--- src/dual_distance_posture_qualifier_defines.svh ---
// assertion macros shared by the posture qualifier rtl
`ifndef DUAL_DISTANCE_POSTURE_QUALIFIER_DEFINES_SVH
`define DUAL_DISTANCE_POSTURE_QUALIFIER_DEFINES_SVH

// same-cycle implication, disabled while reset is held
`define DDPQ_ASSERT_IMP(lbl, clk, rst_n, ante, cons, msg) \
	lbl: assert property (@(posedge clk) disable iff (!(rst_n)) (ante) |-> (cons)) \
		else $error(msg);

// next-cycle implication, disabled while reset is held
`define DDPQ_ASSERT_NXT(lbl, clk, rst_n, ante, cons, msg) \
	lbl: assert property (@(posedge clk) disable iff (!(rst_n)) (ante) |=> (cons)) \
		else $error(msg);

`endif

--- src/ddpq_pkg.sv ---
// types, constants and register indexes of the posture qualifier
package ddpq_pkg;

	localparam int unsigned DIST_W  = 16;
	localparam int unsigned LIM_W   = 13;
	localparam int unsigned BAD_W   = 8;
	localparam int unsigned DEAD_W  = 6;
	localparam int unsigned CFG_IDX_W = 3;

	localparam logic [DIST_W-1:0] DEAD_CODE_LOW = 16'd8190;
	localparam logic [DIST_W-1:0] DEAD_CODE_ALL = 16'hFFFF;
	localparam logic [DEAD_W-1:0] DEAD_RUN_CAP  = 6'd50;
	localparam logic [BAD_W-1:0]  BAD_RUN_CAP   = 8'd255;

	localparam logic [LIM_W-1:0]  MIN_DIST_RST  = 13'd30;
	localparam logic [LIM_W-1:0]  MAX_DIST_RST  = 13'd900;
	localparam logic [LIM_W-1:0]  GAP_LIMIT_RST = 13'd80;
	localparam logic [BAD_W-1:0]  BAD_LIMIT_RST = 8'd25;
	localparam logic [DEAD_W-1:0] DEAD_LIMIT_RST = 6'd25;

	typedef enum logic [CFG_IDX_W-1:0] {
		REG_MIN_DISTANCE = 3'd0,
		REG_MAX_DISTANCE = 3'd1,
		REG_GAP_LIMIT    = 3'd2,
		REG_BAD_LIMIT    = 3'd3,
		REG_DEAD_LIMIT   = 3'd4
	} cfg_reg_t;

	typedef enum logic [1:0] {
		VIB_EV_NONE = 2'd0,
		VIB_EV_ON   = 2'd1,
		VIB_EV_OFF  = 2'd2
	} vib_event_t;

	typedef struct packed {
		logic [DIST_W-1:0] dist_middle;
		logic [DIST_W-1:0] dist_right;
	} in_word_t;

	typedef struct packed {
		logic              middle_valid;
		logic              right_valid;
		logic [DIST_W-1:0] distance_gap;
		logic              posture_good;
		logic              vibrate_active;
		logic [1:0]        vibrate_event;
		logic              reinit_request;
	} out_word_t;

	typedef struct packed {
		logic dead;
		logic ok;
	} reading_stat_t;

endpackage

--- src/ddpq_in_if.sv ---
// input channel: one word carries both distance readings
interface ddpq_in_if;
	import ddpq_pkg::*;

	logic     valid;
	logic     ready;
	in_word_t payload;

	modport source (output valid, output payload, input ready);
	modport sink (input valid, input payload, output ready);
endinterface

--- src/ddpq_out_if.sv ---
// result channel: one word per sample pair
interface ddpq_out_if;
	import ddpq_pkg::*;

	logic      valid;
	logic      ready;
	out_word_t payload;

	modport source (output valid, output payload, input ready);
	modport sink (input valid, input payload, output ready);
endinterface

--- src/ddpq_reading_check.sv ---
// dead-code and range check of one distance reading
module ddpq_reading_check (
	input  logic [ddpq_pkg::DIST_W-1:0] reading,
	input  logic [ddpq_pkg::LIM_W-1:0]  min_distance,
	input  logic [ddpq_pkg::LIM_W-1:0]  max_distance,
	output ddpq_pkg::reading_stat_t     stat
);
	import ddpq_pkg::*;

	logic [DIST_W-1:0] min_ext;
	logic [DIST_W-1:0] max_ext;

	assign min_ext = {{(DIST_W-LIM_W){1'b0}}, min_distance};
	assign max_ext = {{(DIST_W-LIM_W){1'b0}}, max_distance};

	// all-ones is also above the low dead code, kept for clarity
	assign stat.dead = (reading == '0) || (reading == DEAD_CODE_ALL) ||
		(reading >= DEAD_CODE_LOW);
	assign stat.ok   = !stat.dead && (reading >= min_ext) && (reading <= max_ext);
endmodule

--- src/dual_distance_posture_qualifier.sv ---
// top level of the dual distance posture qualifier
//
// usage:
//   sample : valid/ready channel, one word holds dist_middle and dist_right
//   result : valid/ready channel, one word per accepted sample word
//   cfg    : write port (cfg_we, cfg_idx, cfg_wdata); index 0 min_distance,
//            1 max_distance, 2 gap_limit, 3 bad_limit, 4 dead_limit;
//            other indexes are dropped, data is cut to the register width
//   throughput: one word per cycle while result.ready is high, set by the
//            single registered pass from the input register through the compare and counter logic
//   path: a taken sample word loads into the input register, then into
//            the result register once that register is free
//   stall: when the result receiver holds ready low the result register
//            keeps its word; one more sample word can wait in the input
//            register, after which sample.ready drops
//   reset: arst_n clears both valid flags, the bad and dead runs and the
//            vibration flag, and loads the register defaults
//            (30, 900, 80, 25, 25)
//   the counters move only when a word passes into the result register,
//   so words see the state in arrival order
module dual_distance_posture_qualifier (
	input  logic                           clk,
	input  logic                           arst_n,
	input  logic                           cfg_we,
	input  logic [ddpq_pkg::CFG_IDX_W-1:0] cfg_idx,
	input  logic [ddpq_pkg::LIM_W-1:0]     cfg_wdata,
	ddpq_in_if.sink                        sample,
	ddpq_out_if.source                     result
);
	import ddpq_pkg::*;

	`include "dual_distance_posture_qualifier_defines.svh"

	// configuration registers
	logic [LIM_W-1:0]  min_dist_q;
	logic [LIM_W-1:0]  max_dist_q;
	logic [LIM_W-1:0]  gap_limit_q;
	logic [BAD_W-1:0]  bad_limit_q;
	logic [DEAD_W-1:0] dead_limit_q;

	// running state
	logic [BAD_W-1:0]  bad_run_q;
	logic              vib_flag_q;
	logic [DEAD_W-1:0] dead_run_q;

	// input register
	logic              valid_s1;
	in_word_t          word_s1;

	// result register
	logic              res_valid_q;
	out_word_t         res_q;

	logic              out_load;
	logic              advance;

	reading_stat_t     mid_stat;
	reading_stat_t     rgt_stat;

	logic [DEAD_W-1:0] dead_inc;
	logic              reinit_c;
	logic [DEAD_W-1:0] dead_next;
	logic [DIST_W-1:0] gap_c;
	logic              good_c;
	logic [BAD_W-1:0]  bad_inc;
	logic [BAD_W-1:0]  bad_next;
	logic              vib_next;
	vib_event_t        event_c;
	out_word_t         res_next;

	// handshake: the result register frees when empty or taken
	assign out_load     = !res_valid_q || result.ready;
	assign advance      = valid_s1 && out_load;
	assign sample.ready = !valid_s1 || out_load;
	assign result.valid = res_valid_q;
	assign result.payload = res_q;

	// register writes; the user must write only while idle, the block does not enforce it
	always_ff @(posedge clk or negedge arst_n) begin
		if (!arst_n) begin
			min_dist_q   <= MIN_DIST_RST;
			max_dist_q   <= MAX_DIST_RST;
			gap_limit_q  <= GAP_LIMIT_RST;
			bad_limit_q  <= BAD_LIMIT_RST;
			dead_limit_q <= DEAD_LIMIT_RST;
		end else if (cfg_we) begin
			case (cfg_idx)
				REG_MIN_DISTANCE: min_dist_q   <= cfg_wdata;
				REG_MAX_DISTANCE: max_dist_q   <= cfg_wdata;
				REG_GAP_LIMIT:    gap_limit_q  <= cfg_wdata;
				REG_BAD_LIMIT:    bad_limit_q  <= cfg_wdata[BAD_W-1:0];
				REG_DEAD_LIMIT:   dead_limit_q <= cfg_wdata[DEAD_W-1:0];
				default: begin
				end
			endcase
		end
	end

	// input register
	always_ff @(posedge clk or negedge arst_n) begin
		if (!arst_n) begin
			valid_s1 <= 1'b0;
		end else if (sample.ready) begin
			valid_s1 <= sample.valid;
		end
	end

	always_ff @(posedge clk) begin
		if (sample.valid && sample.ready) begin
			word_s1 <= sample.payload;
		end
	end

	// per-reading checks
	ddpq_reading_check u_chk_mid (
		.reading      (word_s1.dist_middle),
		.min_distance (min_dist_q),
		.max_distance (max_dist_q),
		.stat         (mid_stat)
	);

	ddpq_reading_check u_chk_rgt (
		.reading      (word_s1.dist_right),
		.min_distance (min_dist_q),
		.max_distance (max_dist_q),
		.stat         (rgt_stat)
	);

	// dead run: counts both-dead words, saturates at the cap, reinit clears it
	always_comb begin
		if (mid_stat.dead && rgt_stat.dead) begin
			dead_inc = (dead_run_q < DEAD_RUN_CAP) ? dead_run_q + 1'b1 : dead_run_q;
		end else begin
			dead_inc = '0;
		end
		reinit_c  = (dead_inc >= dead_limit_q);
		dead_next = reinit_c ? '0 : dead_inc;
	end

	// gap and posture
	always_comb begin
		if (word_s1.dist_middle > word_s1.dist_right) begin
			gap_c = word_s1.dist_middle - word_s1.dist_right;
		end else begin
			gap_c = word_s1.dist_right - word_s1.dist_middle;
		end
		good_c = mid_stat.ok && rgt_stat.ok &&
			(gap_c <= {{(DIST_W-LIM_W){1'b0}}, gap_limit_q});
	end

	// bad run and vibration flag
	always_comb begin
		bad_inc  = (bad_run_q == BAD_RUN_CAP) ? bad_run_q : bad_run_q + 1'b1;
		bad_next = bad_inc;
		vib_next = vib_flag_q;
		event_c  = VIB_EV_NONE;
		if (good_c) begin
			bad_next = '0;
			vib_next = 1'b0;
			if (vib_flag_q) begin
				event_c = VIB_EV_OFF;
			end
		end else if (!vib_flag_q && (bad_inc >= bad_limit_q)) begin
			vib_next = 1'b1;
			event_c  = VIB_EV_ON;
		end
	end

	always_comb begin
		res_next.middle_valid   = mid_stat.ok;
		res_next.right_valid    = rgt_stat.ok;
		res_next.distance_gap   = gap_c;
		res_next.posture_good   = good_c;
		res_next.vibrate_active = vib_next;
		res_next.vibrate_event  = event_c;
		res_next.reinit_request = reinit_c;
	end

	// state moves with the word entering the result register
	always_ff @(posedge clk or negedge arst_n) begin
		if (!arst_n) begin
			bad_run_q  <= '0;
			vib_flag_q <= 1'b0;
			dead_run_q <= '0;
		end else if (advance) begin
			bad_run_q  <= bad_next;
			vib_flag_q <= vib_next;
			dead_run_q <= dead_next;
		end
	end

	// result register
	always_ff @(posedge clk or negedge arst_n) begin
		if (!arst_n) begin
			res_valid_q <= 1'b0;
		end else if (out_load) begin
			res_valid_q <= valid_s1;
		end
	end

	always_ff @(posedge clk) begin
		if (advance) begin
			res_q <= res_next;
		end
	end

	// checks on the run counters and the flag
	`DDPQ_ASSERT_IMP(a_dead_cap, clk, arst_n, 1'b1, dead_run_q <= DEAD_RUN_CAP, "dead run above cap")
	`DDPQ_ASSERT_NXT(a_reinit_clear, clk, arst_n, advance && reinit_c, dead_run_q == '0, "dead run not cleared by reinit")
	`DDPQ_ASSERT_NXT(a_good_clear, clk, arst_n, advance && good_c, (bad_run_q == '0) && !vib_flag_q, "good word did not clear bad run and flag")
	`DDPQ_ASSERT_NXT(a_hold_state, clk, arst_n, !advance, $stable(bad_run_q) && $stable(vib_flag_q) && $stable(dead_run_q), "state moved without a word")
endmodule
--- src/flat_wrapper.sv ---
// flat-port wrapper written by rule: the top's interface ports become plain ports
module dual_distance_posture_qualifier_flat import ddpq_pkg::*;
  (clk, arst_n, cfg_we, cfg_idx, cfg_wdata, sample_valid, sample_payload, sample_ready, result_valid, result_payload, result_ready);
  ddpq_in_if sample_i ();
  ddpq_out_if result_i ();
  input  logic clk;
  input  logic arst_n;
  input  logic cfg_we;
  input  logic [ddpq_pkg::CFG_IDX_W-1:0] cfg_idx;
  input  logic [ddpq_pkg::LIM_W-1:0] cfg_wdata;
  input wire logic [$bits(sample_i.valid)-1:0] sample_valid;
  input wire logic [$bits(sample_i.payload)-1:0] sample_payload;
  output wire logic [$bits(sample_i.ready)-1:0] sample_ready;
  output wire logic [$bits(result_i.valid)-1:0] result_valid;
  output wire logic [$bits(result_i.payload)-1:0] result_payload;
  input wire logic [$bits(result_i.ready)-1:0] result_ready;
  assign sample_i.valid = sample_valid;
  assign sample_i.payload = sample_payload;
  assign sample_ready = sample_i.ready;
  assign result_valid = result_i.valid;
  assign result_payload = result_i.payload;
  assign result_i.ready = result_ready;
  dual_distance_posture_qualifier u_core (.clk(clk), .arst_n(arst_n), .cfg_we(cfg_we), .cfg_idx(cfg_idx), .cfg_wdata(cfg_wdata), .sample(sample_i), .result(result_i));
endmodule
--- config.mk ---
export PLATFORM = sky130hd
export DESIGN_NAME = dual_distance_posture_qualifier_flat
export DESIGN_NICKNAME = d
export VERILOG_FILES = /design/src/ddpq_pkg.sv /design/src/ddpq_in_if.sv /design/src/ddpq_out_if.sv /design/src/ddpq_reading_check.sv /design/src/dual_distance_posture_qualifier.sv /design/src/flat_wrapper.sv
export VERILOG_INCLUDE_DIRS = /design/src /design/src/src
export SDC_FILE = /design/constraint.sdc
export NUM_CORES = 1
export LEC_CHECK = 0
export BUFFER_PORTS_ARGS = -buffer_cell sky130_fd_sc_hd__buf_2
export CAP_MARGIN = 40
export CORE_MARGIN = 2
export CORE_UTILIZATION = 50
export DETAILED_ROUTE_END_ITERATION = 10
export GPL_TIMING_DRIVEN = 1
export PLACE_DENSITY = 0.69
export SLEW_MARGIN = 30
export SYNTH_ARGS = -nofsm -noshare
export SYNTH_HDL_FRONTEND = slang
export SYNTH_SLANG_ARGS = --single-unit
--- constraint.sdc ---
create_clock -name clk -period 5.15 [get_ports clk]
set_clock_uncertainty 0.15 [all_clocks]
set_input_delay 1.03 -clock clk [delete_from_list [all_inputs] [get_ports clk]]
set_output_delay 1.03 -clock clk [all_outputs]
set_load 0.01 [all_outputs]
==> impl_results.md <==
- RePlAce Congestion: 0.928
- # IOs: 78
- Port buffer count: 77
- Sequential share of the synthesized area: 41.7%
- Pwr dens: 389 nW/µm²
- Post-layout nets: 1100
- Worst setup margin: 0.263 ns
- Total CTS buffers: 17
- Slowest cell on crit path: fa_1
- Top cells by area, synth: edfxtp_1 (20%), ha_1 (17%), dfrtp_1 (16%)
- Reg2Reg Capture Point: u_core.bad_run_q[6]
- EDFF count, synth: 55
- CTS Sinks: 125
- Peak VDD IR: 0.225 mV
- Post-DP HPWL: 15900 µm
- Min cycle time layout: 4.89 ns
- Worst hold path class: reg2reg
- Drt drc: 0
- Pleak: 4.38 nW
- Skew-Pair Late Insertion Delay: 0.42 ns
- Diode count: 0
- Crit path largest cell delay: 0.42 ns
- Ys flop type: edfxtp_1
- Area Overhead vs Synth: 16.1%
- Core area: 15900 µm²
- Via count: 6497
- Run status: finished, final reports clean
- Gr usage total: 24.4%
- Worst-margin pin slew: 0.759 ns
- Most frequent cell after synthesis: ha_1
- CTS Root Cell: clkbuf_16
- CP max FO: 9
- Syn nets: 999
- WP data arrival: 5.02 ns
- Max-cap viol count: 0
- Dpl ws: 0.165 ns
- Clk buf depth: 2
- Fmax: 205 MHz
- Fin cells: 1162
- Synthesized cell area: 8210 µm²
- R2R Setup Slk: 0.26 ns
- Synth top area share: 20.1%
- Synth Instances: 832
- Placed cell count: 1127
- Startpoint types: flip-flop
- WHS Endpoint: u_core.bad_limit_q[7]
- Hold_sp: u_core.bad_limit_q[7]
- CP Class: reg2reg
- Post-synth ARST share: 56.0%
- Initial core utilization: 51.5%
- CTS Hold Bufs: 0
- CTS tree: done
- Hold path depth: 1
- Clock transition at the registers of the reported paths: 0.06 ns
- Slew margin rel.: 49.4%
- Reg2Reg Launch Point: u_core.word_s1[16]
- CTS HTree Levels: 4
- Largest delay contributor family on the critical path: compound AO/OA/AOI/OAI gates
- Num rows: 46
- Crit-path cells: inv_1, ha_1, inv_1, fa_1, a211oi_2, o211ai_2, nand2_1, o311ai_4, nand2_4, mux2_2, o21ai_0, xor2_1, ha_1, a21oi_1, nor2b_1, o21ai_0, o311ai_0, o221ai_1, nand4b_4, nor4_4, buf_4, a211oi_1
- Most frequent cells after synthesis: ha_1 (112), inv_1 (92), o21ai_0 (80)
- Die height: 132 µm
- YS warnings: 0
- Die width: 132 µm
- Largest net degree at the start of global routing: 56
- Routed WL: 20500 µm
- Count of cell types in the netlist: 71
- Total grt overflow: 0
- Worst hold slack: 0.362 ns
- #FFs+latches synth: 125
- Worst path required time: 5.28 ns
- Critical path endpoint category: flip-flop
- DR iter-0 viols: 497
- Reg2reg path depth: 22
- Fin Setup TNS: 0 ns
- Global-route wire length before repair: 33300 µm
- Mean Syn Cell Area: 9.87 µm²
- Unrepaired setup endpoints after global routing: false
- Period utilisation layout: 94.9%
- Count of final setup violators: 0
- Cell area after layout: 9530 µm²
- Layout cell share with drive strength beyond 1: 19.8%
- Yosys top cell by area: edfxtp_1
- WL/cell: 17.6 µm
- Antenna-violating nets left: 0
- Initial antenna violation count: 0
- Vias in the first global route: 6433
- Detail-routed via count per cell: 5.59
- Hold Vio Cnt, Final: 0
- Die Area: 17500 µm²
- Buffers & Inverters on Critical Path: 3
- Placement-stage cell area: 8920 µm²
- Max-slew violations: 0
- DRT Pass-1 Iters: 5
[registers in the layout, indices dropped and copies added (netlist names)]
register	flops
u_core.word_s1	32
u_core.result.payload	23
u_core.gap_limit_q	13
u_core.max_dist_q	13
u_core.min_dist_q	13
u_core.bad_limit_q	8
u_core.bad_run_q	8
u_core.dead_limit_q	6
u_core.dead_run_q	6
u_core.result.valid	1
u_core.valid_s1	1
u_core.vib_flag_q	1
[worst max path at each step]
stage / startpoint / end / depth (start not counted)
2_1_floorplan: u_core.word_s1[16] / u_core.bad_run_q[0] / 22
3_3_place_gp: u_core.word_s1[16] / u_core.result.payload[1] / 21
3_5_place_dp: u_core.word_s1[16] / u_core.result.payload[1] / 21
4_1_cts: u_core.word_s1[16] / u_core.result.payload[1] / 21
5_1_grt: u_core.word_s1[16] / u_core.bad_run_q[6] / 22
6_report: u_core.word_s1[16] / u_core.bad_run_q[6] / 22
[worst register-to-register path, stage by stage (launching register included)]
cell and delay (ns):
edfxtp_1 0.39, inv_1 0.15, ha_1 0.20, inv_1 0.06
fa_1 0.42, a211oi_2 0.30, o211ai_2 0.12, nand2_1 0.14
o311ai_4 0.14, nand2_4 0.15, mux2_2 0.36, o21ai_0 0.22
xor2_1 0.22, ha_1 0.28, a21oi_1 0.13, nor2b_1 0.06
o21ai_0 0.15, o311ai_0 0.15, o221ai_1 0.28, nand4b_4 0.18
nor4_4 0.24, buf_4 0.21, a211oi_1 0.06
[power breakdown]
part           leakage, nW  internal, mW  switching (mW)
registers             1.34          1.25           0.115
clock network        0.270         0.697           0.462
logic                 2.77         0.511           0.674
total                 4.38          2.46            1.25
[through the flow]
| stage | util, % | power [mW] |
|---|---|---|
| detailed placement | 56.0 | 2.54 |
| CTS | 59.5 | 3.72 |
| global route | 59.8 | 3.98 |
| floorplan | - | 2.22 |
| finish | 59.8 | 3.71 |
| global placement | 56.0 | 2.52 |
[repair_timing]
item | 4_1_cts | 5_1_grt
endpoints found under the setup margin | 0 | 13
setup buffers | 0 | 3
resized for setup | 0 | 1
[layout make-up]
class / instances / area [µm²]
inverter: 92 / 345
fill: 1390 / 6410
sequential: 125 / 3420
clock buffer: 21 / 462
tap: 216 / 270
timing repair buffer: 105 / 608
clock inverter: 11 / 108
multi-input combinational: 592 / 4320
[cells in the final DEF, fill, tap and decap left out, types with 7 or more instances in the layout]
master / Yosys / final
a21o_1: 15 / 15
dfrtp_1: 54 / 54
clkbuf_16: 0 / 18
xnor2_1: 11 / 11
mux2i_1: 7 / 7
nor3_1: 20 / 19
xor2_1: 8 / 8
o21a_1: 8 / 8
mux2_2: 17 / 17
a21oi_1: 51 / 51
nand4_1: 22 / 22
ha_1: 112 / 112
nand3_1: 15 / 15
nor2b_1: 11 / 11
a31oi_1: 8 / 8
buf_2: 4 / 77
nor2_1: 40 / 40
dfstp_2: 16 / 16
nand2_1: 79 / 79
nor4_1: 7 / 7
nand2b_1: 9 / 9
edfxtp_1: 55 / 55
o21ai_0: 80 / 80
inv_1: 92 / 92
buf_4: 2 / 27
[metal layers]
metal	vias to the layer above	global-route usage (%)	wire (µm)
li1	3192	-	-
met1	3060	34.1	9660
met2	211	38.4	9270
met3	34	3.92	1150
met4	0	8.88	393
met5	-	0	0
[cell families (layout without fill, tap and decap cells)]
kind of cell / count (synthesis) / in the layout / share of synthesized area (%)
xor+xnor: 19 / 19 / 2.03
buf+inv: 115 / 229 / 5.85
compound gates: 206 / 206 / 15.6
flops: 125 / 125 / 41.7
mux: 24 / 24 / 3.18
fa+ha+maj: 114 / 114 / 17.6
simple gates: 229 / 229 / 14.1
Power figures use the tool's default switching activity.
